## src/rtl/clri_pkg.sv

```systemverilog
package clri_pkg;

  // Default geometry
  localparam int DEF_MAX_STOPS     = 16;
  localparam int DEF_TABLE_ENTRIES = 256;

  // Fixed field widths
  localparam int SLOT_W       = 4;
  localparam int CHAN_W       = 8;
  localparam int RGB_W        = 3 * CHAN_W;
  localparam int IDX_W        = 9;
  localparam int OUT_W        = 16;
  localparam int NUM_CHAN     = 3;
  localparam int STOP_COUNT_W = 5;
  localparam int CFG_IDX_W    = 1;
  localparam int CFG_DATA_W   = 24;

  localparam logic [STOP_COUNT_W-1:0] STOP_COUNT_RST = STOP_COUNT_W'(2);

  typedef enum logic [CFG_IDX_W-1:0] {
    CFG_STOP_COUNT = 1'b0,
    CFG_BACKGROUND = 1'b1
  } clri_cfg_idx_e;

  typedef enum logic {
    MODE_LOAD   = 1'b0,
    MODE_LOOKUP = 1'b1
  } clri_mode_e;

  // One word in flight: a stop load or a lookup
  typedef struct packed {
    logic              lookup;
    logic              bg;
    logic [SLOT_W-1:0] slot;
    logic [RGB_W-1:0]  rgb;
  } clri_item_t;

  // One result as held in the output queue
  typedef struct packed {
    logic                               bg;
    logic [NUM_CHAN-1:0][OUT_W-1:0]     chan;
  } clri_res_t;

endpackage

```

## src/rtl/clri_ram.sv

```systemverilog
module clri_ram #(
  parameter int WIDTH = 24,
  parameter int DEPTH = 16
) (
  input  logic                     clk_i,
  input  logic                     we_i,
  input  logic [$clog2(DEPTH)-1:0] waddr_i,
  input  logic [WIDTH-1:0]         wdata_i,
  input  logic                     re_i,
  input  logic [$clog2(DEPTH)-1:0] raddr_i,
  output logic [WIDTH-1:0]         rdata_o
);

  logic [WIDTH-1:0] mem_q [DEPTH];
  logic [WIDTH-1:0] rdata_q;

  always_ff @(posedge clk_i) begin
    if (we_i) begin
      mem_q[waddr_i] <= wdata_i;
    end
  end

  always_ff @(posedge clk_i) begin
    if (re_i) begin
      rdata_q <= mem_q[raddr_i];
    end
  end

  assign rdata_o = rdata_q;

endmodule

```

## src/rtl/clri_seg_div.sv

```systemverilog
// Pipelined position / segment-length divider, one quotient bit a stage,
// then segment select with the last segment clamp.
module clri_seg_div #(
  parameter int PW = 8,
  parameter int AW = 4
) (
  input  logic                   clk_i,
  input  logic                   rst_ni,
  input  logic                   en_i,
  input  logic                   vld_i,
  input  clri_pkg::clri_item_t   item_i,
  input  logic [PW-1:0]          pos_i,
  input  logic [PW-1:0]          seglen_i,
  input  logic [PW-1:0]          lstart_i,
  input  logic [PW-1:0]          llen_i,
  input  logic [AW-1:0]          segm2_i,
  output logic                   vld_o,
  output clri_pkg::clri_item_t   item_o,
  output logic [AW-1:0]          seg_o,
  output logic [PW-1:0]          d_o,
  output logic [PW-1:0]          len_o
);

  logic                 vld_q  [PW];
  clri_pkg::clri_item_t item_q [PW];
  logic [PW-1:0]        pos_q  [PW];
  logic [PW-1:0]        rem_q  [PW];
  logic [PW-1:0]        quo_q  [PW];

  for (genvar k = 0; k < PW; k++) begin : g_stage
    logic                 prev_vld;
    clri_pkg::clri_item_t prev_item;
    logic [PW-1:0]        prev_pos;
    logic [PW-1:0]        prev_rem;
    logic [PW-1:0]        prev_quo;
    logic [PW:0]          trial;
    logic [PW:0]          diff;
    logic                 take;

    if (k == 0) begin : g_first
      assign prev_vld  = vld_i;
      assign prev_item = item_i;
      assign prev_pos  = pos_i;
      assign prev_rem  = '0;
      assign prev_quo  = '0;
    end else begin : g_next
      assign prev_vld  = vld_q[k-1];
      assign prev_item = item_q[k-1];
      assign prev_pos  = pos_q[k-1];
      assign prev_rem  = rem_q[k-1];
      assign prev_quo  = quo_q[k-1];
    end

    assign trial = {prev_rem, prev_pos[PW-1-k]};
    assign diff  = trial - {1'b0, seglen_i};
    assign take  = trial >= {1'b0, seglen_i};

    always_ff @(posedge clk_i or negedge rst_ni) begin
      if (!rst_ni) begin
        vld_q[k] <= 1'b0;
      end else if (en_i) begin
        vld_q[k] <= prev_vld;
      end
    end

    always_ff @(posedge clk_i) begin
      if (en_i) begin
        item_q[k] <= prev_item;
        pos_q[k]  <= prev_pos;
        rem_q[k]  <= take ? diff[PW-1:0] : trial[PW-1:0];
        quo_q[k]  <= {prev_quo[PW-2:0], take};
      end
    end
  end

  // Segment select: quotients at or past the second-last stop fall in the last segment
  logic                 is_last;
  logic [PW-1:0]        len_pick;
  logic [AW-1:0]        seg_d;
  logic [PW-1:0]        d_d;
  logic [PW-1:0]        len_d;
  logic                 out_vld_q;
  clri_pkg::clri_item_t out_item_q;
  logic [AW-1:0]        seg_q;
  logic [PW-1:0]        d_q;
  logic [PW-1:0]        len_q;

  always_comb begin
    is_last  = 32'(quo_q[PW-1]) >= 32'(segm2_i);
    seg_d    = is_last ? segm2_i : AW'(quo_q[PW-1]);
    d_d      = is_last ? (pos_q[PW-1] - lstart_i) : rem_q[PW-1];
    len_pick = is_last ? llen_i : seglen_i;
    // zero length only for a degenerate ramp; length 1 with d = 0 gives the stop
    len_d    = (len_pick == '0) ? PW'(1) : len_pick;
  end

  always_ff @(posedge clk_i or negedge rst_ni) begin
    if (!rst_ni) begin
      out_vld_q <= 1'b0;
    end else if (en_i) begin
      out_vld_q <= vld_q[PW-1];
    end
  end

  always_ff @(posedge clk_i) begin
    if (en_i) begin
      out_item_q <= item_q[PW-1];
      seg_q      <= seg_d;
      d_q        <= d_d;
      len_q      <= len_d;
    end
  end

  assign vld_o  = out_vld_q;
  assign item_o = out_item_q;
  assign seg_o  = seg_q;
  assign d_o    = d_q;
  assign len_o  = len_q;

endmodule

```

## src/rtl/clri_blend.sv

```systemverilog
// Per-channel blend: products, sum, then a 16-stage restoring divider by len.
module clri_blend #(
  parameter int PW = 8
) (
  input  logic                                               clk_i,
  input  logic                                               rst_ni,
  input  logic                                               en_i,
  input  logic                                               vld_i,
  input  logic                                               bg_i,
  input  logic [clri_pkg::RGB_W-1:0]                         lo_i,
  input  logic [clri_pkg::RGB_W-1:0]                         hi_i,
  input  logic [PW-1:0]                                      d_i,
  input  logic [PW-1:0]                                      len_i,
  output logic                                               vld_o,
  output logic                                               bg_o,
  output logic [clri_pkg::NUM_CHAN-1:0][clri_pkg::OUT_W-1:0] quo_o
);

  localparam int CW    = clri_pkg::CHAN_W;
  localparam int NC    = clri_pkg::NUM_CHAN;
  localparam int QW    = clri_pkg::OUT_W;
  localparam int PRODW = CW + PW;

  // Product stage
  logic             m_vld_q;
  logic             m_bg_q;
  logic [PW-1:0]    m_len_q;
  logic [PRODW-1:0] pa_q [NC];
  logic [PRODW-1:0] pb_q [NC];

  // Sum stage
  logic             s_vld_q;
  logic             s_bg_q;
  logic [PW-1:0]    s_len_q;
  logic [PRODW-1:0] sum_q [NC];

  always_ff @(posedge clk_i or negedge rst_ni) begin
    if (!rst_ni) begin
      m_vld_q <= 1'b0;
      s_vld_q <= 1'b0;
    end else if (en_i) begin
      m_vld_q <= vld_i;
      s_vld_q <= m_vld_q;
    end
  end

  always_ff @(posedge clk_i) begin
    if (en_i) begin
      m_bg_q  <= bg_i;
      m_len_q <= len_i;
      s_bg_q  <= m_bg_q;
      s_len_q <= m_len_q;
    end
  end

  for (genvar ch = 0; ch < NC; ch++) begin : g_mul
    localparam int SH = (NC - 1 - ch) * CW;
    always_ff @(posedge clk_i) begin
      if (en_i) begin
        pa_q[ch]  <= PRODW'(lo_i[SH +: CW]) * PRODW'(len_i - d_i);
        pb_q[ch]  <= PRODW'(hi_i[SH +: CW]) * PRODW'(d_i);
        sum_q[ch] <= pa_q[ch] + pb_q[ch];
      end
    end
  end

  // Divider: numerator is sum * 256; its top PW bits are already below len
  logic          dv_vld_q [QW];
  logic          dv_bg_q  [QW];
  logic [PW-1:0] dv_len_q [QW];
  logic [PW-1:0] rem_q    [NC][QW];
  logic [QW-1:0] low_q    [NC][QW];
  logic [QW-1:0] quo_q    [NC][QW];

  for (genvar k = 0; k < QW; k++) begin : g_div
    logic          prev_vld;
    logic          prev_bg;
    logic [PW-1:0] prev_len;

    if (k == 0) begin : g_first
      assign prev_vld = s_vld_q;
      assign prev_bg  = s_bg_q;
      assign prev_len = s_len_q;
    end else begin : g_next
      assign prev_vld = dv_vld_q[k-1];
      assign prev_bg  = dv_bg_q[k-1];
      assign prev_len = dv_len_q[k-1];
    end

    always_ff @(posedge clk_i or negedge rst_ni) begin
      if (!rst_ni) begin
        dv_vld_q[k] <= 1'b0;
      end else if (en_i) begin
        dv_vld_q[k] <= prev_vld;
      end
    end

    always_ff @(posedge clk_i) begin
      if (en_i) begin
        dv_bg_q[k]  <= prev_bg;
        dv_len_q[k] <= prev_len;
      end
    end

    for (genvar ch = 0; ch < NC; ch++) begin : g_chan
      logic [PW-1:0] prev_rem;
      logic [QW-1:0] prev_low;
      logic [QW-1:0] prev_quo;
      logic [PW:0]   trial;
      logic [PW:0]   diff;
      logic          take;

      if (k == 0) begin : g_first
        assign prev_rem = sum_q[ch][PRODW-1:CW];
        assign prev_low = {sum_q[ch][CW-1:0], {(QW-CW){1'b0}}};
        assign prev_quo = '0;
      end else begin : g_next
        assign prev_rem = rem_q[ch][k-1];
        assign prev_low = low_q[ch][k-1];
        assign prev_quo = quo_q[ch][k-1];
      end

      assign trial = {prev_rem, prev_low[QW-1-k]};
      assign diff  = trial - {1'b0, prev_len};
      assign take  = trial >= {1'b0, prev_len};

      always_ff @(posedge clk_i) begin
        if (en_i) begin
          rem_q[ch][k] <= take ? diff[PW-1:0] : trial[PW-1:0];
          low_q[ch][k] <= prev_low;
          quo_q[ch][k] <= {prev_quo[QW-2:0], take};
        end
      end
    end
  end

  assign vld_o = dv_vld_q[QW-1];
  assign bg_o  = dv_bg_q[QW-1];

  for (genvar ch = 0; ch < NC; ch++) begin : g_out
    assign quo_o[ch] = quo_q[ch][QW-1];
  end

endmodule

```

## src/rtl/color_ramp_lut_interpolator.sv

```systemverilog
// Colour ramp lookup. Load words (mode 0) store an 8-bit RGB stop into a slot
// of a small stop memory and give no result; lookup words (mode 1) give the
// colour at one table position in unsigned Q8.8 per channel, linearly
// interpolated between the two neighbouring stops, which are spaced evenly
// at (TABLE_ENTRIES-1)/(stop_count-1) positions, the last segment running to
// the end of the table. Positions from TABLE_ENTRIES upwards return the
// background colour with is_background set. One word is taken every clock
// while the input is not stalled. A lookup passes through one stage per
// quotient bit of the segment divider, one select stage, the stop memory
// read, a product and a sum stage, sixteen stages of the per-channel Q8.8
// divider and the output queue. Only a full two-word output queue with a
// result waiting behind it stalls the input. Stops must be loaded before
// they are looked up. The user must write configuration only with no word in
// flight; the block does not enforce this. stop_count is clamped to 2..MAX_STOPS.
module color_ramp_lut_interpolator #(
  parameter int MAX_STOPS     = clri_pkg::DEF_MAX_STOPS,
  parameter int TABLE_ENTRIES = clri_pkg::DEF_TABLE_ENTRIES
) (
  input  logic                              clk_i,
  input  logic                              rst_ni,
  // configuration
  input  logic                              cfg_we_i,
  input  logic [clri_pkg::CFG_IDX_W-1:0]    cfg_index_i,
  input  logic [clri_pkg::CFG_DATA_W-1:0]   cfg_wdata_i,
  // input words
  input  logic                              in_valid_i,
  output logic                              in_ready_o,
  input  logic                              mode_i,
  input  logic [clri_pkg::SLOT_W-1:0]       stop_slot_i,
  input  logic [clri_pkg::CHAN_W-1:0]       stop_red_i,
  input  logic [clri_pkg::CHAN_W-1:0]       stop_green_i,
  input  logic [clri_pkg::CHAN_W-1:0]       stop_blue_i,
  input  logic [clri_pkg::IDX_W-1:0]        lookup_index_i,
  // result words
  output logic                              out_valid_o,
  input  logic                              out_ready_i,
  output logic [clri_pkg::OUT_W-1:0]        red_out_o,
  output logic [clri_pkg::OUT_W-1:0]        green_out_o,
  output logic [clri_pkg::OUT_W-1:0]        blue_out_o,
  output logic                              is_background_o
);

  localparam int PW     = $clog2(TABLE_ENTRIES);
  localparam int AW     = $clog2(MAX_STOPS);
  localparam int NCODES = 1 << clri_pkg::STOP_COUNT_W;
  localparam int CW     = clri_pkg::CHAN_W;
  localparam int NC     = clri_pkg::NUM_CHAN;

  // ---------------------------------------------------------------------------
  // Configuration registers
  // ---------------------------------------------------------------------------
  logic [clri_pkg::STOP_COUNT_W-1:0] stop_count_q;
  logic [clri_pkg::RGB_W-1:0]        bg_rgb_q;

  always_ff @(posedge clk_i or negedge rst_ni) begin
    if (!rst_ni) begin
      stop_count_q <= clri_pkg::STOP_COUNT_RST;
      bg_rgb_q     <= '0;
    end else if (cfg_we_i) begin
      unique case (cfg_index_i)
        clri_pkg::CFG_STOP_COUNT: begin
          stop_count_q <= cfg_wdata_i[clri_pkg::STOP_COUNT_W-1:0];
        end
        clri_pkg::CFG_BACKGROUND: begin
          bg_rgb_q <= cfg_wdata_i[clri_pkg::RGB_W-1:0];
        end
        default: begin
        end
      endcase
    end
  end

  // ---------------------------------------------------------------------------
  // Ramp geometry, one constant row per stop_count code (clamped at
  // elaboration): segment length, start and length of the last segment,
  // and the index of the second-last stop.
  // ---------------------------------------------------------------------------
  logic [PW-1:0] seglen_lut [NCODES];
  logic [PW-1:0] lstart_lut [NCODES];
  logic [PW-1:0] llen_lut   [NCODES];
  logic [AW-1:0] segm2_lut  [NCODES];

  for (genvar v = 0; v < NCODES; v++) begin : g_geo
    localparam int NV  = (v < 2) ? 2 : ((v > MAX_STOPS) ? MAX_STOPS : v);
    localparam int SL0 = (TABLE_ENTRIES - 1) / (NV - 1);
    localparam int SL  = (SL0 == 0) ? 1 : SL0;
    localparam int LS  = (NV - 2) * SL;
    localparam int LL  = (TABLE_ENTRIES - 1 >= LS) ? (TABLE_ENTRIES - 1 - LS) : 0;
    assign seglen_lut[v] = PW'(SL);
    assign lstart_lut[v] = PW'(LS);
    assign llen_lut[v]   = PW'(LL);
    assign segm2_lut[v]  = AW'(NV - 2);
  end

  logic [PW-1:0] seglen;
  logic [PW-1:0] lstart;
  logic [PW-1:0] llen;
  logic [AW-1:0] segm2;

  assign seglen = seglen_lut[stop_count_q];
  assign lstart = lstart_lut[stop_count_q];
  assign llen   = llen_lut[stop_count_q];
  assign segm2  = segm2_lut[stop_count_q];

  // ---------------------------------------------------------------------------
  // Pipeline advance: the whole pipe moves unless a result sits at its end
  // with the output queue full. No path from out_ready_i to in_ready_o.
  // ---------------------------------------------------------------------------
  logic       adv;
  logic       bl_vld;
  logic [1:0] cnt_q;

  assign adv        = !(bl_vld && (cnt_q == 2'd2));
  assign in_ready_o = adv;

  // ---------------------------------------------------------------------------
  // Input word and segment divider
  // ---------------------------------------------------------------------------
  clri_pkg::clri_item_t in_item;

  always_comb begin
    in_item.lookup = (mode_i == clri_pkg::MODE_LOOKUP);
    in_item.bg     = 32'(lookup_index_i) >= 32'(TABLE_ENTRIES);
    in_item.slot   = stop_slot_i;
    in_item.rgb    = {stop_red_i, stop_green_i, stop_blue_i};
  end

  logic                 sd_vld;
  clri_pkg::clri_item_t sd_item;
  logic [AW-1:0]        sd_seg;
  logic [PW-1:0]        sd_d;
  logic [PW-1:0]        sd_len;

  clri_seg_div #(
    .PW (PW),
    .AW (AW)
  ) u_seg_div (
    .clk_i    (clk_i),
    .rst_ni   (rst_ni),
    .en_i     (adv),
    .vld_i    (in_valid_i && adv),
    .item_i   (in_item),
    .pos_i    (PW'(lookup_index_i)),
    .seglen_i (seglen),
    .lstart_i (lstart),
    .llen_i   (llen),
    .segm2_i  (segm2),
    .vld_o    (sd_vld),
    .item_o   (sd_item),
    .seg_o    (sd_seg),
    .d_o      (sd_d),
    .len_o    (sd_len)
  );

  // ---------------------------------------------------------------------------
  // Stop memory. Loads write at the same stage where lookups read, so every
  // lookup sees exactly the loads that came before it in word order. Two
  // copies give the two neighbouring stops in the same cycle.
  // ---------------------------------------------------------------------------
  logic          st_we;
  logic [AW-1:0] st_waddr;
  logic [AW-1:0] hi_raddr;
  logic [clri_pkg::RGB_W-1:0] lo_rgb;
  logic [clri_pkg::RGB_W-1:0] hi_rgb;

  assign st_we    = adv && sd_vld && !sd_item.lookup
                    && (32'(sd_item.slot) < 32'(MAX_STOPS));
  assign st_waddr = AW'(sd_item.slot);
  assign hi_raddr = sd_seg + AW'(1);

  clri_ram #(
    .WIDTH (clri_pkg::RGB_W),
    .DEPTH (MAX_STOPS)
  ) u_ram_lo (
    .clk_i   (clk_i),
    .we_i    (st_we),
    .waddr_i (st_waddr),
    .wdata_i (sd_item.rgb),
    .re_i    (adv),
    .raddr_i (sd_seg),
    .rdata_o (lo_rgb)
  );

  clri_ram #(
    .WIDTH (clri_pkg::RGB_W),
    .DEPTH (MAX_STOPS)
  ) u_ram_hi (
    .clk_i   (clk_i),
    .we_i    (st_we),
    .waddr_i (st_waddr),
    .wdata_i (sd_item.rgb),
    .re_i    (adv),
    .raddr_i (hi_raddr),
    .rdata_o (hi_rgb)
  );

  // Control alongside the memory read; loads end here
  logic          rd_vld_q;
  logic          rd_bg_q;
  logic [PW-1:0] rd_d_q;
  logic [PW-1:0] rd_len_q;

  always_ff @(posedge clk_i or negedge rst_ni) begin
    if (!rst_ni) begin
      rd_vld_q <= 1'b0;
    end else if (adv) begin
      rd_vld_q <= sd_vld && sd_item.lookup;
    end
  end

  always_ff @(posedge clk_i) begin
    if (adv) begin
      rd_bg_q  <= sd_item.bg;
      rd_d_q   <= sd_d;
      rd_len_q <= sd_len;
    end
  end

  // ---------------------------------------------------------------------------
  // Interpolation
  // ---------------------------------------------------------------------------
  logic                          bl_bg;
  logic [NC-1:0][clri_pkg::OUT_W-1:0] bl_quo;

  clri_blend #(
    .PW (PW)
  ) u_blend (
    .clk_i  (clk_i),
    .rst_ni (rst_ni),
    .en_i   (adv),
    .vld_i  (rd_vld_q),
    .bg_i   (rd_bg_q),
    .lo_i   (lo_rgb),
    .hi_i   (hi_rgb),
    .d_i    (rd_d_q),
    .len_i  (rd_len_q),
    .vld_o  (bl_vld),
    .bg_o   (bl_bg),
    .quo_o  (bl_quo)
  );

  // Background colour replaces the interpolated one past the table
  clri_pkg::clri_res_t push_res;

  always_comb begin
    push_res.bg = bl_bg;
    for (int ch = 0; ch < NC; ch++) begin
      push_res.chan[ch] = bl_bg ? {bg_rgb_q[(NC-1-ch)*CW +: CW], {CW{1'b0}}}
                                : bl_quo[ch];
    end
  end

  // ---------------------------------------------------------------------------
  // Two-word output queue
  // ---------------------------------------------------------------------------
  clri_pkg::clri_res_t res_q [2];
  logic                wr_ptr_q;
  logic                rd_ptr_q;
  logic                push;
  logic                pop;

  assign push = adv && bl_vld;
  assign pop  = out_valid_o && out_ready_i;

  always_ff @(posedge clk_i or negedge rst_ni) begin
    if (!rst_ni) begin
      wr_ptr_q <= 1'b0;
      rd_ptr_q <= 1'b0;
      cnt_q    <= 2'd0;
    end else begin
      if (push) begin
        wr_ptr_q <= !wr_ptr_q;
      end
      if (pop) begin
        rd_ptr_q <= !rd_ptr_q;
      end
      cnt_q <= cnt_q + 2'(push) - 2'(pop);
    end
  end

  always_ff @(posedge clk_i) begin
    if (push) begin
      res_q[wr_ptr_q] <= push_res;
    end
  end

  assign out_valid_o     = (cnt_q != 2'd0);
  assign red_out_o       = res_q[rd_ptr_q].chan[0];
  assign green_out_o     = res_q[rd_ptr_q].chan[1];
  assign blue_out_o      = res_q[rd_ptr_q].chan[2];
  assign is_background_o = res_q[rd_ptr_q].bg;

endmodule

```

## config.mk

```make
export PLATFORM = sky130hd
export DESIGN_NAME = color_ramp_lut_interpolator
export DESIGN_NICKNAME = d
export VERILOG_FILES = /design/src/rtl/clri_pkg.sv /design/src/rtl/clri_ram.sv /design/src/rtl/clri_seg_div.sv /design/src/rtl/clri_blend.sv /design/src/rtl/color_ramp_lut_interpolator.sv
export SDC_FILE = /design/constraint.sdc
export NUM_CORES = 2
export LEC_CHECK = 0
export ABC_CLOCK_PERIOD_IN_PS = 158700
export BUFFER_PORTS_ARGS = -buffer_cell sky130_fd_sc_hd__buf_2
export CORE_UTILIZATION = 45
export CTS_CLUSTER_DIAMETER = 50
export DETAILED_ROUTE_END_ITERATION = 10
export PLACE_DENSITY = 0.63
export SYNTH_ARGS = -nofsm -noshare
export SYNTH_HDL_FRONTEND = slang
export SYNTH_SLANG_ARGS = --single-unit
```

## constraint.sdc

```tcl
create_clock -name clk_i -period 158.7 [get_ports clk_i]
set_clock_uncertainty 0.1 [all_clocks]
set_input_delay 7.935 -clock clk_i [delete_from_list [all_inputs] [get_ports clk_i]]
set_output_delay 7.935 -clock clk_i [all_outputs]
set_load 0.01 [all_outputs]
```

After elaboration in Yosys (flattened, before gate mapping)
Memories as Yosys holds them, arrays and structs flattened. A register that Yosys moved wholly into a read port is not among the register bits.
Index checks and enable logic that the tools add are counted.

word-level totals
  bits in registers = 116
  bits in writable memories = 3437
  ROM bits = 896
  bits of input ports = 68
  output and inout bits = 51
  logic and storage cells = 287
  memories kept = 19

memories
  memory            depth  bits a word  rd ports  clocked after Yosys merged registers in  write ports  line                                text
  u_blend.low_q     3      248          3         0                                        3            clri_blend.sv:72                    logic [QW-1:0] low_q [NC][QW];
  u_blend.quo_q     3      241          3         0                                        3            clri_blend.sv:73                    logic [QW-1:0] quo_q [NC][QW];
  u_blend.rem_q     3      128          3         0                                        3            clri_blend.sv:71                    logic [PW-1:0] rem_q [NC][QW];
  u_ram_hi.mem_q    16     24           1         1                                        1            clri_ram.sv:14                      logic [WIDTH-1:0] mem_q [DEPTH];
  u_ram_lo.mem_q    16     24           1         1                                        1            clri_ram.sv:14
  (no name shown)   32     8            1         0                                        0            color_ramp_lut_interpolator.sv:102  assign llen = llen_lut[stop_count_q];
  13 more memories  -      -            -         -                                        -            -

cells by class
  $add $sub $neg = 64
  multiply operators = 6
  $lt $le $gt $ge = 59
  equal/unequal tests = 1
  mux-type cells = 75
  bitwise operators = 2
  reduce and logical (&&, ||, !) cells = 18

operators by type and width
  operator             number
  $mux 8               64
  $ge 9x8->1           55
  $sub 8x8->8          56
  $add 16x16->16       3
  $mul 8x16->16        3
  $mul 8x8->16         3
  $mux 16              3
  $mux 4               3
  $ge 9x9->1 const B   1
  $sub 8x8->9          1
  $ge 1x8->1           1
  $ge 8x4->1           1
  $logic_not 8->1      1
  $sub 1x8->8          1
  $logic_and 1x1->1    7
  $logic_not 1->1      7
  $ge 6x6->1 const B   1
  $not 5->6            1
  $mux 1               5
  $add 4x1->4 const B  1
  $reduce_and 2->1     2
  $add 2x1->2          1
  $eq 2x2->1 const B   1
  $reduce_bool 2->1    1
  other kinds (2)      2

Longest topological paths before layout
  depth in word-level cells = 7
  gate-level depth with buffers = 28

Cells and area by module
Synthesis repeated with hierarchy kept, for this count alone.

unflattened totals
  cells, all modules = 8567
  area, all modules = 124003.9 um^2

by module, submodules not included
  module                       times used  cells an instance  area each (um^2)  seq. area each (um^2)
  clri_blend                   1           5847               68951.1           34983.6
  clri_ram                     2           636                15170.8           12251.8
  clri_seg_div                 1           1034               18061.1           13858.3
  color_ramp_lut_interpolator  1           414                6650.1            4305.4

Least setup slack after synthesis
OpenSTA, ideal clock, no wires.

  kind = register to output
  start point = register cnt_q[1]
  end point = output in_ready_o
  data arrival time = 45502 ps
  required time = 150665 ps
  path slack = 105163 ps
  stages on the path, launching flop included = 3
  buffers on the path = 1
  path through = dfrtp_1 nand3b_1 buf_1

on the way
  longest elaborated chain between the ends = 3

RTL lines
  item                      line                                text
  start: declaration        color_ramp_lut_interpolator.sv:111  logic [1:0] cnt_q;
  start signal: assignment  color_ramp_lut_interpolator.sv:277  cnt_q <= cnt_q + 2'(push) - 2'(pop);
  $eq 2x2->1                color_ramp_lut_interpolator.sv:113  assign adv = !(bl_vld && (cnt_q == 2'd2));
  $logic_and 1x1->1         color_ramp_lut_interpolator.sv:113
  $logic_not 1->1           color_ramp_lut_interpolator.sv:113
  end: declaration          color_ramp_lut_interpolator.sv:27   output logic in_ready_o,

Every way passes these cells.

Worst setup path in the final report
  start point = register rd_ptr_q
  end point = output red_out_o[0] in the netlist's numbering

on the way
  longest elaborated chain between the ends = 1

RTL lines
  item                      line                                text
  start: declaration        color_ramp_lut_interpolator.sv:258  logic rd_ptr_q;
  start signal: assignment  color_ramp_lut_interpolator.sv:275  rd_ptr_q <= !rd_ptr_q;
  $mem_v2 2x49              -
  end: declaration          color_ramp_lut_interpolator.sv:37   output logic [clri_pkg::OUT_W-1:0] red_out_o,

Every way passes these cells.

==> results.md <==
- Design Area, Final: 125,000 sq um
- Largest family of logic cells by synthesized area: adder cells
- Residual DRC: 0
- Most frequent cells in the layout: 2,151 x edfxtp_1, 736 x ha_1, 687 x nand2_1
- Max_cap viols: 0
- Post-Syn Instances: 7,971
- Final net count: 9,389
- Mapped Area: 111,000 sq um
- Final TNS setup: 0 ps
- R2R Setup Slk: 151,200 ps
- Placed Area: 116,000 sq um
- IO Port Bufs: 118
- Die area: 249,000 sq um
- Kind of critical path: reg2out
- CTS HTree Levels: 5
- Largest net degree at the start of global routing: 217
- Total congestion overflow: 0
- Outcome: complete, no violations
- Adder-cell area share of the yosys netlist: 13.8%
- Total of fill cells in the finished design: 20,400
- Starting DRC count in detailed routing: 4,557
- Min-delay worst type: reg2reg
- FF/Latch Area: 66,100 sq um
- Average size of a mapped cell: 14.0 sq um
- Routed WL: 228 mm
- Register area share after synthesis: 59.4%
- Footprint of the multi-input gates: 42,100 sq um
- Simple-Gate Fraction of Synth Area: 7.80%
- Number of global-route vias before repair: 63,933
- Worst-margin pin slew: 1220 ps
- Vias per inst: 5.39
- Routed wire per std cell: 19.5 um
- Async set or reset register ratio after synthesis: 2.76%
- First-pass GRT wire length: 357 mm
- CTS tree: built
- Fin crit share: 6.63%
- Final core occ: 50.8%
- Die X: 499 um
- Commonest non-fill, non-tap cell in the layout: edfxtp_1
- Clock-pin slew on the worst setup and hold paths: 60 ps
- Crit start category: flip-flop
- Cts hold-fix bufs: 0
- # IOs: 119
- Starting Density: 45.2%
- Ys Warns: 0
- Slew Viols, Final: 0
- Most common flop cell mapped by yosys: edfxtp_1
- CTS buffer count: 284
- Number of synthesized flops with an enable pin: 2,151
- Synth cell types: 67
- Fin. Hold Viols: 0
- DRT antenna net count: 0
- Fin crit period: 10,510 ps
- Final HPWL DP: 156 mm
- Final Setup Violations: 0
- Routability Congestion: 0.856
- Gr usage total: 18.2%
- Share of layout cells above drive strength 1: 12.0%
- Post-synthesis register bit count: 2,212
- Top fanout value on the critical path: 45
- Height of the chip: 499 um
- CP Data Required Time: 150,660 ps
- First-pass DRT Iterations: 5
- CP Data Arrival Time: 2480 ps
- Clock insertion delay at the later pin of the skew report: 940 ps
- Root Driver: clkbuf_16
- CTS sink cnt: 2,212
- Post-synthesis compound-gate area fraction: 7.42%
- Slew HR: 18.9%
- Area grow syn2layout: 12.3%
- Initial antenna violation count: 1
- RSZ-0062 raised after global routing: false
- Core Box Area: 246,000 sq um
- Post-synthesis xor/xnor area fraction: 2.31%
- Hold Slack: 280 ps
- Maximum clock insertion buffer count: 4
- Highest Clock Rate: 95.1 MHz
- Crit end category: primary output
- Vias: 63,073
- Post-CTS Setup Inserts: 0
- Site Rows: 182
- Post-cts gate resize count: 0
- Mux cell area share after synthesis: 6.27%
[synth_stat cells (55+ instances only)]
master    count  area, sq um
nand2b_1    119          744
mux4_2      240         5410
nand4_1      83          519
nand2_1     687         2580
o31ai_1      96          721
ha_1        737         9220
and2_1      198         1240
a21oi_1     206         1030
nor2b_1     214         1340
mux2_2      126         1420
a21o_1       78          586
o21ai_1     363         1820
fa_1        308         6170
clkbuf_1    124          465
a211oi_1     55          413
o21a_1      124          931
edfxtp_1   2151        64600
nor2_1      382         1430
dfrtp_1      60         1500
nor3_1       75          375
xor2_1      136         1190
xnor2_1     158         1380
o21ai_0     254         1270
inv_1       675         2530
[state kept, by name, indices dropped and copies added, names as in the netlist, 16 cells and up]
name and cells:
u_ram_hi.rdata_o 24, u_seg_div.pos_q 64, u_seg_div.item_o 30, u_seg_div.rem_q 64, u_ram_lo.mem_q 264, u_blend.dv_len_q 120
u_blend.g_div.prev_vld 16, bg_rgb_q 24, u_blend.pb_q 48, u_blend.quo_q 408, u_seg_div.quo_q 36, u_seg_div.item_q 240
res_q 98, u_blend.pa_q 48, u_ram_hi.mem_q 120, u_blend.rem_q 360, u_ram_lo.rdata_o 24, u_blend.low_q 84
u_blend.dv_bg_q 16, u_blend.sum_q 48
[worst paths after layout]
kind	start	to	cells past startpoint
hold reg to reg	u_blend.sum_q[0][33]$_DFFE_PN_	u_blend.low_q[0][737]$_DFFE_PN_	0
hold / removal	u_blend.sum_q[0][33]$_DFFE_PN_	u_blend.low_q[0][737]$_DFFE_PN_	0
setup reg to reg	rd_d_q[4]$_DFFE_PN_	u_blend.pa_q[0][31]$_DFFE_PN_	24
max in group asynchronous	rst_ni	u_blend.g_div[3].prev_vld$_DFFE_PN0N_	2
min in group asynchronous	rst_ni	bg_rgb_q[11]$_DFFE_PN0P_	2
setup / recovery	rd_ptr_q$_DFFE_PN0P_	red_out_o[0]	3
[worst max-delay path, stage by stage, from the launching register on]
cell	delay (ps)
dfrtp_2	450
buf_4	490
mux2_2	400
buf_2	140
[cell families (layout without fill, tap and decap cells)]
logic type	Yosys count	in the layout
mux	381	381
xor+xnor	294	294
flops	2212	2212
fa+ha+maj	1045	1045
simple gates	1830	1830
other cells	1	9
buf+inv	860	1357
compound gates	1348	1348
[cell type report]
type / instances / share of cell area (%)
Sequential cell: 2212 / 52.9
Multi-Input combinational cell: 4906 / 33.7
Clock buffer: 335 / 6.00
Tap cell: 3220 / 3.22
Inverter: 684 / 2.05
Clock inverter: 150 / 1.21
Timing Repair Buffer: 188 / 0.963
Antenna cell: 1 / 0.00200
[metal layers]
layer	wire length [um]	global-route usage (%)
met4	5960	5.61
met3	10900	3.00
met5	0	0
met2	113000	31.3
met1	98400	23.6
[metrics by stage]
step / setup slack [ps] / cells
finish: 148190 / 11696
global route: 148030 / 11695
floorplan: 105160 / 7978
CTS: 148060 / 11695
detailed placement: 149110 / 11210
global placement: 149130 / 11210
Power is left out: the tool's default activity adds up to more than one toggle a clock period on the data nets, which glitch-free logic cannot reach.
